**config.mk**
```make
export PLATFORM = sky130hd
export DESIGN_NAME = dual_axis_pid_controller
export DESIGN_NICKNAME = d
export VERILOG_FILES = /design/src/rtl/core/dapc_pkg.sv /design/src/rtl/core/dapc_divider.sv /design/src/rtl/core/dual_axis_pid_controller.sv
export SDC_FILE = /design/constraint.sdc
export NUM_CORES = 2
export LEC_CHECK = 0
export BUFFER_PORTS_ARGS = -buffer_cell sky130_fd_sc_hd__buf_2
export CAP_MARGIN = 20
export CORE_UTILIZATION = 55
export DETAILED_ROUTE_END_ITERATION = 8
export PLACE_DENSITY = 0.79
export RECOVER_POWER = 50
export SLEW_MARGIN = 20
export SYNTH_ARGS = -nofsm -noshare
export SYNTH_HDL_FRONTEND = slang
export SYNTH_HIERARCHICAL = 1
export SYNTH_SLANG_ARGS = --single-unit
```
**constraint.sdc**
```tcl
create_clock -name clk -period 25.1 [get_ports clk]
set_input_delay 2.51 -clock clk [delete_from_list [all_inputs] [get_ports clk]]
set_output_delay 2.51 -clock clk [all_outputs]
set_load 0.02 [all_outputs]
```
**src/rtl/core/dapc_pkg.sv**
```systemverilog
// ============================================================================
// dapc_pkg: shared types and constants of the dual-axis PID controller
// Field widths, fixed-point constants, register indexes and sequencer states.
// ============================================================================
package dapc_pkg;

  // Field widths
  localparam int ANGLE_WIDTH = 16;
  localparam int ERR_W       = ANGLE_WIDTH + 1;
  localparam int GAIN_W      = 24;
  localparam int DT_W        = 20;
  localparam int DRIVE_W     = 16;
  localparam int INTEG_W     = 48;
  localparam int CFG_IDX_W   = 3;

  // Datapath widths
  localparam int SUM_W     = 64;
  localparam int MUL_A_W   = 24;
  localparam int MUL_B_W   = (ERR_W > 32) ? ERR_W : 32;
  localparam int PROD_W    = MUL_A_W + MUL_B_W;
  localparam int TOT_W     = PROD_W + MUL_B_W;
  localparam int DERIV_W   = ANGLE_WIDTH + 21;
  localparam int DIV_RAW_W = (DERIV_W > INTEG_W) ? DERIV_W : INTEG_W;
  localparam int DIV_N_W   = DIV_RAW_W + (DIV_RAW_W % 2);
  localparam int DIV_D_W   = 30;
  localparam int IQ_W      = 28;
  localparam int IR_W      = 20;
  localparam int SM_W      = 30;

  // Fixed-point constants
  localparam logic [DIV_D_W-1:0] USEC_PER_SEC = 30'd1000000;
  localparam logic [DIV_D_W-1:0] LIMIT_Q24    = 30'(45 << 24);
  localparam logic [MUL_A_W-1:0] DRIVE_FULL   = 24'd32767;
  localparam logic [TOT_W-1:0]   D_SAT        = TOT_W'(64'd1 << 61);

  // Gain reset values (Q8.16)
  localparam logic signed [GAIN_W-1:0] KP_RESET = 24'sd65536;
  localparam logic signed [GAIN_W-1:0] KI_RESET = 24'sd6554;
  localparam logic signed [GAIN_W-1:0] KD_RESET = 24'sd3277;

  // Register indexes
  localparam logic [CFG_IDX_W-1:0] CFG_ROLL_KP  = 3'd0;
  localparam logic [CFG_IDX_W-1:0] CFG_ROLL_KI  = 3'd1;
  localparam logic [CFG_IDX_W-1:0] CFG_ROLL_KD  = 3'd2;
  localparam logic [CFG_IDX_W-1:0] CFG_PITCH_KP = 3'd3;
  localparam logic [CFG_IDX_W-1:0] CFG_PITCH_KI = 3'd4;
  localparam logic [CFG_IDX_W-1:0] CFG_PITCH_KD = 3'd5;

  typedef struct packed {
    logic signed [ANGLE_WIDTH-1:0] roll_angle;
    logic signed [ANGLE_WIDTH-1:0] pitch_angle;
    logic signed [ANGLE_WIDTH-1:0] roll_target;
    logic signed [ANGLE_WIDTH-1:0] pitch_target;
    logic        [DT_W-1:0]        delta_us;
  } sample_t;

  typedef struct packed {
    logic signed [DRIVE_W-1:0] roll_drive;
    logic signed [DRIVE_W-1:0] pitch_drive;
  } drive_t;

  typedef enum logic [4:0] {
    ST_IDLE,
    ST_ERR,
    ST_PMUL,
    ST_PSUM,
    ST_IACC,
    ST_DDIV,
    ST_DWAIT,
    ST_DLO,
    ST_DHI,
    ST_DSUM,
    ST_IDIV,
    ST_IWAIT,
    ST_ILO,
    ST_IHI,
    ST_IDIV2,
    ST_IWAIT2,
    ST_CLAMP,
    ST_OMUL,
    ST_ODIV,
    ST_OWAIT,
    ST_DONE
  } state_t;

endpackage

```
**src/rtl/core/dapc_divider.sv**
```systemverilog
// ============================================================================
// dapc_divider: shared unsigned restoring divider
// Two quotient bits per cycle; done pulses once quotient and remainder hold.
// ============================================================================
module dapc_divider #(
  parameter int DIVIDEND_W = dapc_pkg::DIV_N_W,
  parameter int DIVISOR_W  = dapc_pkg::DIV_D_W
) (
  input  logic                  clk,
  input  logic                  rst,
  input  logic                  start,
  input  logic [DIVIDEND_W-1:0] dividend,
  input  logic [DIVISOR_W-1:0]  divisor,
  output logic                  done,
  output logic [DIVIDEND_W-1:0] quotient,
  output logic [DIVISOR_W-1:0]  remainder
);

  localparam int STEPS = DIVIDEND_W / 2;
  localparam int CNT_W = (STEPS > 1) ? $clog2(STEPS) : 1;

  logic                  running;
  logic [CNT_W-1:0]      cnt;
  logic [DIVIDEND_W-1:0] quo, quo_next;
  logic [DIVISOR_W-1:0]  rem, rem_next, dsr;
  logic [DIVISOR_W:0]    s1, s2;

  // One restoring step: shift in a dividend bit, subtract if it fits
  function automatic logic [DIVISOR_W:0] div_step(input logic [DIVISOR_W-1:0] r,
                                                  input logic b,
                                                  input logic [DIVISOR_W-1:0] d);
    logic [DIVISOR_W:0] sh;
    logic [DIVISOR_W:0] diff;
    sh   = {r, b};
    diff = sh - {1'b0, d};
    if (sh >= {1'b0, d}) begin
      return {diff[DIVISOR_W-1:0], 1'b1};
    end
    return {sh[DIVISOR_W-1:0], 1'b0};
  endfunction

  // Two chained steps per cycle
  always_comb begin
    s1       = div_step(rem, quo[DIVIDEND_W-1], dsr);
    s2       = div_step(s1[DIVISOR_W:1], quo[DIVIDEND_W-2], dsr);
    rem_next = s2[DIVISOR_W:1];
    quo_next = {quo[DIVIDEND_W-3:0], s1[0], s2[0]};
  end

  // Sequence the steps
  always_ff @(posedge clk) begin
    if (rst) begin
      running <= 1'b0;
      done    <= 1'b0;
      cnt     <= '0;
    end else begin
      done <= 1'b0;
      if (start) begin
        running <= 1'b1;
        cnt     <= '0;
      end else if (running) begin
        cnt <= cnt + 1'b1;
        if (cnt == CNT_W'(STEPS - 1)) begin
          running <= 1'b0;
          done    <= 1'b1;
        end
      end
    end
  end

  // Load operands, then advance remainder and quotient
  always_ff @(posedge clk) begin
    if (start) begin
      quo <= dividend;
      rem <= '0;
      dsr <= divisor;
    end else if (running) begin
      quo <= quo_next;
      rem <= rem_next;
    end
  end

  assign quotient  = quo;
  assign remainder = rem;

endmodule

```
**src/rtl/core/dual_axis_pid_controller.sv**
```systemverilog
// ============================================================================
// dual_axis_pid_controller: roll and pitch PID attitude controller
// Fixed-point PID per axis with saturating integral, derivative over elapsed
// time and a clamped, normalized Q1.15 drive; one shared multiplier and one
// shared divider run under a small sequencer.
// ============================================================================
//
//  channel  | handshake            | payload
//  ---------+----------------------+---------------------------------------
//  sample   | sample_valid/_stall  | angles, targets, delta_us
//  drive    | drive_valid/_stall   | roll_drive, pitch_drive
//  cfg      | cfg_valid/cfg_ready  | cfg_index, cfg_data (gains, Q8.16)
//
// The shared divider sets the pace of a request: up to four divisions per axis
// (three with zero elapsed time), two quotient bits per cycle, and the axes
// run one after the other.
// Reset clears integrals and last errors and loads default gains.
// The next request is taken while a finished result still waits on a stalled
// drive channel; a second result waits in the sequencer until the first goes.
// cfg_ready stays high; writes to indexes above five are dropped.
module dual_axis_pid_controller (
  input  logic                               clk,
  input  logic                               rst,
  input  logic                               sample_valid,
  output logic                               sample_stall,
  input  dapc_pkg::sample_t                  sample,
  output logic                               drive_valid,
  input  logic                               drive_stall,
  output dapc_pkg::drive_t                   drive,
  input  logic                               cfg_valid,
  output logic                               cfg_ready,
  input  logic [dapc_pkg::CFG_IDX_W-1:0]     cfg_index,
  input  logic [dapc_pkg::GAIN_W-1:0]        cfg_data
);

  import dapc_pkg::*;

  localparam logic signed [SUM_W-1:0] INT_MAX   = (64'sd1 <<< (INTEG_W - 1)) - 64'sd1;
  localparam logic signed [SUM_W-1:0] INT_MIN   = -(64'sd1 <<< (INTEG_W - 1));
  localparam logic signed [SUM_W-1:0] LIMIT_POS = $signed(SUM_W'(LIMIT_Q24));
  localparam logic signed [SUM_W-1:0] LIMIT_NEG = -LIMIT_POS;

  // Sequencer and request
  state_t  state, state_next;
  logic    ax;
  sample_t req;

  // Gains and per-axis state
  logic signed [GAIN_W-1:0]  kp [2];
  logic signed [GAIN_W-1:0]  ki [2];
  logic signed [GAIN_W-1:0]  kd [2];
  logic signed [INTEG_W-1:0] integral [2];
  logic signed [ERR_W-1:0]   last_err [2];

  // Working registers
  logic [ERR_W-1:0]          errm, dem;
  logic                      err_neg, de_neg;
  logic [PROD_W-1:0]         prod, part;
  logic [DERIV_W-1:0]        deriv;
  logic [IQ_W-1:0]           iq;
  logic [IR_W-1:0]           ir;
  logic signed [SUM_W-1:0]   sum;
  logic [SM_W-1:0]           sm;
  logic                      out_neg;
  logic signed [DRIVE_W-1:0] roll_drv, pitch_drv;

  // Shared units
  logic [MUL_A_W-1:0] mul_a;
  logic [MUL_B_W-1:0] mul_b;
  logic               div_start, div_done;
  logic [DIV_N_W-1:0] div_dividend, div_quo;
  logic [DIV_D_W-1:0] div_divisor, div_rem;

  // Handshake controls
  logic accept, out_load;

  // Combinational datapath values
  logic signed [ANGLE_WIDTH-1:0] ang, tgt;
  logic signed [ERR_W-1:0]       err_n;
  logic signed [ERR_W:0]         de_n;
  logic [ERR_W-1:0]              errm_n, dem_n;
  logic [GAIN_W-1:0]             kpm, kim, kdm;
  logic [INTEG_W-1:0]            im;
  logic signed [SUM_W-1:0]       inc, acc, acc_sat;
  logic [TOT_W-1:0]              tot, dm;
  logic [SUM_W-1:0]              itm;
  logic signed [SUM_W-1:0]       cs;
  logic signed [DRIVE_W-1:0]     drv_n;

  assign cfg_ready = 1'b1;

  // Form errors, magnitudes and the term arithmetic
  always_comb begin
    ang    = ax ? req.pitch_angle : req.roll_angle;
    tgt    = ax ? req.pitch_target : req.roll_target;
    err_n  = {tgt[ANGLE_WIDTH-1], tgt} - {ang[ANGLE_WIDTH-1], ang};
    de_n   = {err_n[ERR_W-1], err_n} - {last_err[ax][ERR_W-1], last_err[ax]};
    errm_n = err_n[ERR_W-1] ? -err_n : err_n;
    dem_n  = ERR_W'(de_n[ERR_W] ? -de_n : de_n);
    kpm    = kp[ax][GAIN_W-1] ? -kp[ax] : kp[ax];
    kim    = ki[ax][GAIN_W-1] ? -ki[ax] : ki[ax];
    kdm    = kd[ax][GAIN_W-1] ? -kd[ax] : kd[ax];
    im     = integral[ax][INTEG_W-1] ? -integral[ax] : integral[ax];

    // Integral update with saturation at 48 bits
    inc = err_neg ? -$signed(SUM_W'(prod)) : $signed(SUM_W'(prod));
    acc = SUM_W'(integral[ax]) + inc;
    if (acc > INT_MAX) begin
      acc_sat = INT_MAX;
    end else if (acc < INT_MIN) begin
      acc_sat = INT_MIN;
    end else begin
      acc_sat = acc;
    end

    // Derivative product from two partial products, capped
    tot = (TOT_W'(prod) << MUL_B_W) + TOT_W'(part);
    dm  = (tot > D_SAT) ? D_SAT : tot;

    // Integral term: whole part plus fractional part
    itm = SUM_W'(part) + SUM_W'(div_quo);

    // Clamp the sum to +/-45 degrees
    if (sum > LIMIT_POS) begin
      cs = LIMIT_POS;
    end else if (sum < LIMIT_NEG) begin
      cs = LIMIT_NEG;
    end else begin
      cs = sum;
    end

    drv_n = out_neg ? -$signed(DRIVE_W'(div_quo)) : $signed(DRIVE_W'(div_quo));
  end

  // Sequencer state register
  always_ff @(posedge clk) begin
    if (rst) begin
      state <= ST_IDLE;
    end else begin
      state <= state_next;
    end
  end

  // Next state, unit operands and handshake controls
  always_comb begin
    state_next   = state;
    mul_a        = '0;
    mul_b        = '0;
    div_start    = 1'b0;
    div_dividend = '0;
    div_divisor  = '0;
    sample_stall = 1'b1;
    accept       = 1'b0;
    out_load     = 1'b0;
    case (state)
      ST_IDLE: begin
        sample_stall = 1'b0;
        if (sample_valid) begin
          accept     = 1'b1;
          state_next = ST_ERR;
        end
      end
      ST_ERR: begin
        state_next = ST_PMUL;
      end
      ST_PMUL: begin
        mul_a      = kpm;
        mul_b      = MUL_B_W'(errm);
        state_next = ST_PSUM;
      end
      ST_PSUM: begin
        mul_a      = MUL_A_W'(req.delta_us);
        mul_b      = MUL_B_W'(errm);
        state_next = (req.delta_us == '0) ? ST_IDIV : ST_IACC;
      end
      ST_IACC: begin
        mul_a      = MUL_A_W'(USEC_PER_SEC);
        mul_b      = MUL_B_W'(dem);
        state_next = ST_DDIV;
      end
      ST_DDIV: begin
        div_start    = 1'b1;
        div_dividend = DIV_N_W'(prod);
        div_divisor  = DIV_D_W'(req.delta_us);
        state_next   = ST_DWAIT;
      end
      ST_DWAIT: begin
        if (div_done) begin
          state_next = ST_DLO;
        end
      end
      ST_DLO: begin
        mul_a      = kdm;
        mul_b      = deriv[MUL_B_W-1:0];
        state_next = ST_DHI;
      end
      ST_DHI: begin
        mul_a      = kdm;
        mul_b      = MUL_B_W'(deriv >> MUL_B_W);
        state_next = ST_DSUM;
      end
      ST_DSUM: begin
        state_next = ST_IDIV;
      end
      ST_IDIV: begin
        div_start    = 1'b1;
        div_dividend = DIV_N_W'(im);
        div_divisor  = USEC_PER_SEC;
        state_next   = ST_IWAIT;
      end
      ST_IWAIT: begin
        if (div_done) begin
          state_next = ST_ILO;
        end
      end
      ST_ILO: begin
        mul_a      = kim;
        mul_b      = MUL_B_W'(iq);
        state_next = ST_IHI;
      end
      ST_IHI: begin
        mul_a      = kim;
        mul_b      = MUL_B_W'(ir);
        state_next = ST_IDIV2;
      end
      ST_IDIV2: begin
        div_start    = 1'b1;
        div_dividend = DIV_N_W'(prod);
        div_divisor  = USEC_PER_SEC;
        state_next   = ST_IWAIT2;
      end
      ST_IWAIT2: begin
        if (div_done) begin
          state_next = ST_CLAMP;
        end
      end
      ST_CLAMP: begin
        state_next = ST_OMUL;
      end
      ST_OMUL: begin
        mul_a      = DRIVE_FULL;
        mul_b      = MUL_B_W'(sm);
        state_next = ST_ODIV;
      end
      ST_ODIV: begin
        div_start    = 1'b1;
        div_dividend = DIV_N_W'(prod) + DIV_N_W'(LIMIT_Q24 >> 1);
        div_divisor  = LIMIT_Q24;
        state_next   = ST_OWAIT;
      end
      ST_OWAIT: begin
        if (div_done) begin
          state_next = ax ? ST_DONE : ST_ERR;
        end
      end
      ST_DONE: begin
        if (!drive_valid || !drive_stall) begin
          out_load   = 1'b1;
          state_next = ST_IDLE;
        end
      end
      default: begin
        state_next = ST_IDLE;
      end
    endcase
  end

  // Shared multiplier, registered
  always_ff @(posedge clk) begin
    prod <= mul_a * mul_b;
  end

  // Shared divider
  dapc_divider #(
    .DIVIDEND_W (DIV_N_W),
    .DIVISOR_W  (DIV_D_W)
  ) u_div (
    .clk       (clk),
    .rst       (rst),
    .start     (div_start),
    .dividend  (div_dividend),
    .divisor   (div_divisor),
    .done      (div_done),
    .quotient  (div_quo),
    .remainder (div_rem)
  );

  // Gain registers
  always_ff @(posedge clk) begin
    if (rst) begin
      kp[0] <= KP_RESET;
      ki[0] <= KI_RESET;
      kd[0] <= KD_RESET;
      kp[1] <= KP_RESET;
      ki[1] <= KI_RESET;
      kd[1] <= KD_RESET;
    end else if (cfg_valid && cfg_ready) begin
      case (cfg_index)
        CFG_ROLL_KP:  kp[0] <= cfg_data;
        CFG_ROLL_KI:  ki[0] <= cfg_data;
        CFG_ROLL_KD:  kd[0] <= cfg_data;
        CFG_PITCH_KP: kp[1] <= cfg_data;
        CFG_PITCH_KI: ki[1] <= cfg_data;
        CFG_PITCH_KD: kd[1] <= cfg_data;
        default: ;
      endcase
    end
  end

  // Per-axis state: integral and last error
  always_ff @(posedge clk) begin
    if (rst) begin
      integral[0] <= '0;
      integral[1] <= '0;
      last_err[0] <= '0;
      last_err[1] <= '0;
    end else begin
      if (state == ST_ERR) begin
        last_err[ax] <= err_n;
      end
      if (state == ST_IACC) begin
        integral[ax] <= acc_sat[INTEG_W-1:0];
      end
    end
  end

  // Axis select
  always_ff @(posedge clk) begin
    if (rst) begin
      ax <= 1'b0;
    end else if (accept) begin
      ax <= 1'b0;
    end else if (state == ST_OWAIT && div_done) begin
      ax <= 1'b1;
    end
  end

  // Working registers of the sequence
  always_ff @(posedge clk) begin
    if (accept) begin
      req <= sample;
    end
    case (state)
      ST_ERR: begin
        errm    <= errm_n;
        err_neg <= err_n[ERR_W-1];
        dem     <= dem_n;
        de_neg  <= de_n[ERR_W];
      end
      ST_PSUM: begin
        sum <= (err_neg ^ kp[ax][GAIN_W-1]) ? -$signed(SUM_W'(prod))
                                            : $signed(SUM_W'(prod));
      end
      ST_DWAIT: begin
        if (div_done) begin
          deriv <= DERIV_W'(div_quo);
        end
      end
      ST_DHI: begin
        part <= prod;
      end
      ST_DSUM: begin
        sum <= (de_neg ^ kd[ax][GAIN_W-1]) ? sum - $signed(SUM_W'(dm))
                                           : sum + $signed(SUM_W'(dm));
      end
      ST_IWAIT: begin
        if (div_done) begin
          iq <= IQ_W'(div_quo);
          ir <= IR_W'(div_rem);
        end
      end
      ST_IHI: begin
        part <= prod;
      end
      ST_IWAIT2: begin
        if (div_done) begin
          sum <= (integral[ax][INTEG_W-1] ^ ki[ax][GAIN_W-1]) ? sum - $signed(itm)
                                                              : sum + $signed(itm);
        end
      end
      ST_CLAMP: begin
        sm      <= SM_W'(cs[SUM_W-1] ? -cs : cs);
        out_neg <= cs[SUM_W-1];
      end
      ST_OWAIT: begin
        if (div_done) begin
          if (ax) begin
            pitch_drv <= drv_n;
          end else begin
            roll_drv <= drv_n;
          end
        end
      end
      default: ;
    endcase
  end

  // Output register: hold until taken
  always_ff @(posedge clk) begin
    if (rst) begin
      drive_valid <= 1'b0;
    end else if (out_load) begin
      drive_valid <= 1'b1;
    end else if (drive_valid && !drive_stall) begin
      drive_valid <= 1'b0;
    end
  end

  always_ff @(posedge clk) begin
    if (out_load) begin
      drive.roll_drive  <= roll_drv;
      drive.pitch_drive <= pitch_drv;
    end
  end

endmodule

```
==> metrics.csv <==
stage,metric,value,unit
layout,NumNets Final,10660,
sta,fmax,68.48,MHz
global_route,pin count of the biggest net entering global routing,72,
critical_path,cell repeated most along the worst path,fa_1,
critical_path,"Largest delay share family, worst path",buffers and inverters,
cts,Clock Tree Root,clkbuf_16,
yosys,register bit total from synthesis,873,
layout,Final Util,59.32,%
critical_path,Critical Path AT,15.22,ns
sta,Slew @ Worst Pin,3.955,ns
yosys,Synth async-reset ratio,0,%
yosys,"Top FF cell, synth",edfxtp_1,
power_and_ir_drop,Comb power frac,53.3,%
yosys,"area leader, netlist",edfxtp_1,
floorplan,IO Pins,151,
cts,CTS Buffer Depth,3,
sta,RSZ-0062 raised after global routing,false,
global_route,first-pass GRT wire length,451300,µm
layout,layout cells sized above 1,7.758,%
floorplan,Starting Density,55.35,%
cts,CTS Sinks,873,
power_and_ir_drop,Seq pwr share,25.6,%
critical_path,"slowest stage delay, CP",2.80,ns
yosys,Synth cell types,114,
cts,H-tree depth,3,
cts,CTS tree,yes,
sta,Period minus WS final,14.60,ns
job,max-cap viol count,15,
route,Antenna Nets Post-Route,0,
route,WL per Instance,26.47,µm
yosys,most instantiated library cell after synthesis,nand2_1,
min_path,Worst Hold Class,register to register,
floorplan,row count,145,
global_route,initial antenna violation count,18,
sta,Clock Skew,0.07885,ns
sta,Slew HR,-163.7,%
route,Total Routed Length,305600,µm
power_and_ir_drop,Lkg Pwr,0.03904,µW
placed_design,IO buf count,149,
route,number of DRC markers in iteration 0,8809,
yosys,most frequent cells after synthesis,"nand2_1, inv_1, edfxtp_1, nor2_1, fa_1",
route,# DRC,0,
global_route,GRT Resource Usage Total,37.82,%
power_and_ir_drop,power per standard cell area,77.86,mW/mm²
sta,Fin Setup TNS,0,ns
cts,cts hold-fix bufs,0,
yosys,area share of the largest cell type after synthesis,26.81,%
layout,Synth-to-Final Area Change,7.181,%
status,violated checks,"capacitance limit, slew limit",
floorplan,Die Area,0.1588,mm²
yosys,post-synthesis instance area,0.08646,mm²
yosys,Synth area leaders,"edfxtp_1, fa_1, ha_1",
sta,Final period util,58.18,%
global_route,total congestion overflow,0,
critical_path,"slowest stage cell, crit path",clkbuf_1,
critical_path,crit-path max FO,71,
sta,final hold vios,0,
floorplan,core footprint,0.1562,mm²
yosys,Synth warnings,6,
yosys,post-synthesis cell count,9432,
floorplan,die width,398.5,µm
critical_path,crit end category,register,
floorplan,Die Y,398.5,µm
power_and_ir_drop,switch share,44.72,%
layout,Layout fillers,13240,
cts,Skew-Pair Late Insertion Delay,0.77,ns
power_and_ir_drop,cell-internal power,3988,µW
placed_design,Place WS,13.15,ns
cts,CTS Buf Count,99,
power_and_ir_drop,Clk network pwr share,21.1,%
placed_design,post-DP HPWL,234700,µm
cts,Post-CTS Setup Bufs,0,
global_route,number of global-route vias before repair,72890,
status,status,"complete, but fails checks",
yosys,Post-synth EDFFs,772,
placed_design,gpl congestion,1.027,
yosys,sequential share of the synthesized area,29.15,%
critical_path,Startpoint Class,register,
yosys,Mapped Avg Cell Area,9.167,µm²
power_and_ir_drop,Sw Pwr,3227,µW
sta,"Worst Setup Slack, final",10.50,ns
cts,cts repair resizes,0,
sta,"Slew Viols, Final",526,
critical_path,Setup CP Type,register to register,
route,Via Count,74960,
sta,setup violators final,0,
route,DR vias/cell,6.493,
route,first drt pass iteration count,9,
critical_path,Worst EP required,25.72,ns
critical_path,worst path bufs/invs,5,
cts,Clock Pin Slew Worst Setup and Hold Paths,0.06,ns
power_and_ir_drop,VDD IR max,0.07176,mV
## area by class of cell
type	count	area, µm²	share of cell area [%]
Multi-Input combinational cell	7126	56020	60.45
Clock buffer	117	2585	2.790
Sequential cell	873	25210	27.20
Tap cell	2058	2575	2.779
Timing Repair Buffer	300	1717	1.852
Antenna cell	12	30.03	0.03240
Clock inverter	68	818.3	0.8830
Inverter	990	3716	4.010
## cells by family (layout without fill, tap and decap cells)
kind of cell | Yosys count | count (layout) | share of synthesized area (%)
adders and majority gates | 1154 | 1154 | 22.48
xor gates and xnor gates | 668 | 668 | 6.792
and+or+nand+nor | 2930 | 2930 | 16.03
AOI/OAI and AO/OA | 2089 | 2089 | 15.71
muxes | 278 | 278 | 3.395
buffers and inverters | 1438 | 1475 | 6.434
DFF | 873 | 873 | 29.15
other | 2 | 19 | 0.008686
## per-stage QoR
stage	std cells	total power, µW	hold WS (ns)	instance area (µm²)
6_report	11540	7215	0.4180	92670
5_1_grt	11540	7562	0.4242	92650
4_1_cts	11530	7099	0.4189	92830
3_5_place_dp	11350	5572	0.4045	89430
3_3_place_gp	11350	5511	0.4030	89430
2_1_floorplan	9437	4551	0.4003	86480
## path summary, 6_finish.rpt
check                                           start             endpoint  slack (ns)  cells after the start
worst max-delay path                         register     prod[55]$_DFF_P_       10.50                     38
worst min-delay path            roll_drv[5]$_DFFE_PP_  drive[21]$_DFFE_PP_        0.42                      0
worst min register to register  roll_drv[5]$_DFFE_PP_  drive[21]$_DFFE_PP_        0.42                      0
worst max register to register               register     prod[55]$_DFF_P_       10.50                     38
## flip-flops by register name (all words and copies together) (netlist names), 16 cells and up, named ones only
register and count:
req 84, sm 30, last_err 34, part 56
drive 32, u_div/dsr 30, iq 28, roll_drv 16
ki 48, pitch_drv 16, errm 17, dem 17
prod 56, sum 64, kp 48, deriv 37
u_div/remainder 30, integral 96, kd 48, ir 20
u_div/quotient 48
## power by group through the flow
stage | clock network (µW) | logic (µW) | registers [µW]
3_5_place_dp | 0 | 3710 | 1870
6_report | 1520 | 3850 | 1850
4_1_cts | 1530 | 3730 | 1840
3_3_place_gp | 0 | 3650 | 1860
2_1_floorplan | 0 | 2740 | 1810
5_1_grt | 1580 | 4130 | 1850
## metal layers
metal | vias up | GRT usage [%] | share of wire [%]
met5 | - | 0 | 0.017
met4 | 6 | 18.53 | 5.7
met3 | 950 | 10.12 | 13
met2 | 5086 | 57.05 | 43
met1 | 36290 | 50.30 | 38
li1 | 32630 | - | -
## cells in the final DEF, fill, tap and decap left out, drive strengths merged, types with 58 or more instances in the layout
master,Yosys,final
or2,58,58
o31ai,80,80
edfxtp,772,772
ha,488,488
a31oi,76,76
buf,91,251
a21o,224,224
xnor2,430,430
o21a,60,60
a211oi,79,79
or3,98,98
and2,171,171
nor3,195,195
xor2,237,237
nor4,71,71
nor2b,70,70
fa,666,666
o21ai,493,493
dfxtp,101,101
and3,61,61
nand2,1019,1019
inv,984,995
mux2,122,122
nor2,736,736
nand3,139,139
nand4,79,79
a21oi,583,583
nand2b,110,110
clkbuf,357,166
mux2i,156,156
Power figures use the tool's default switching activity.
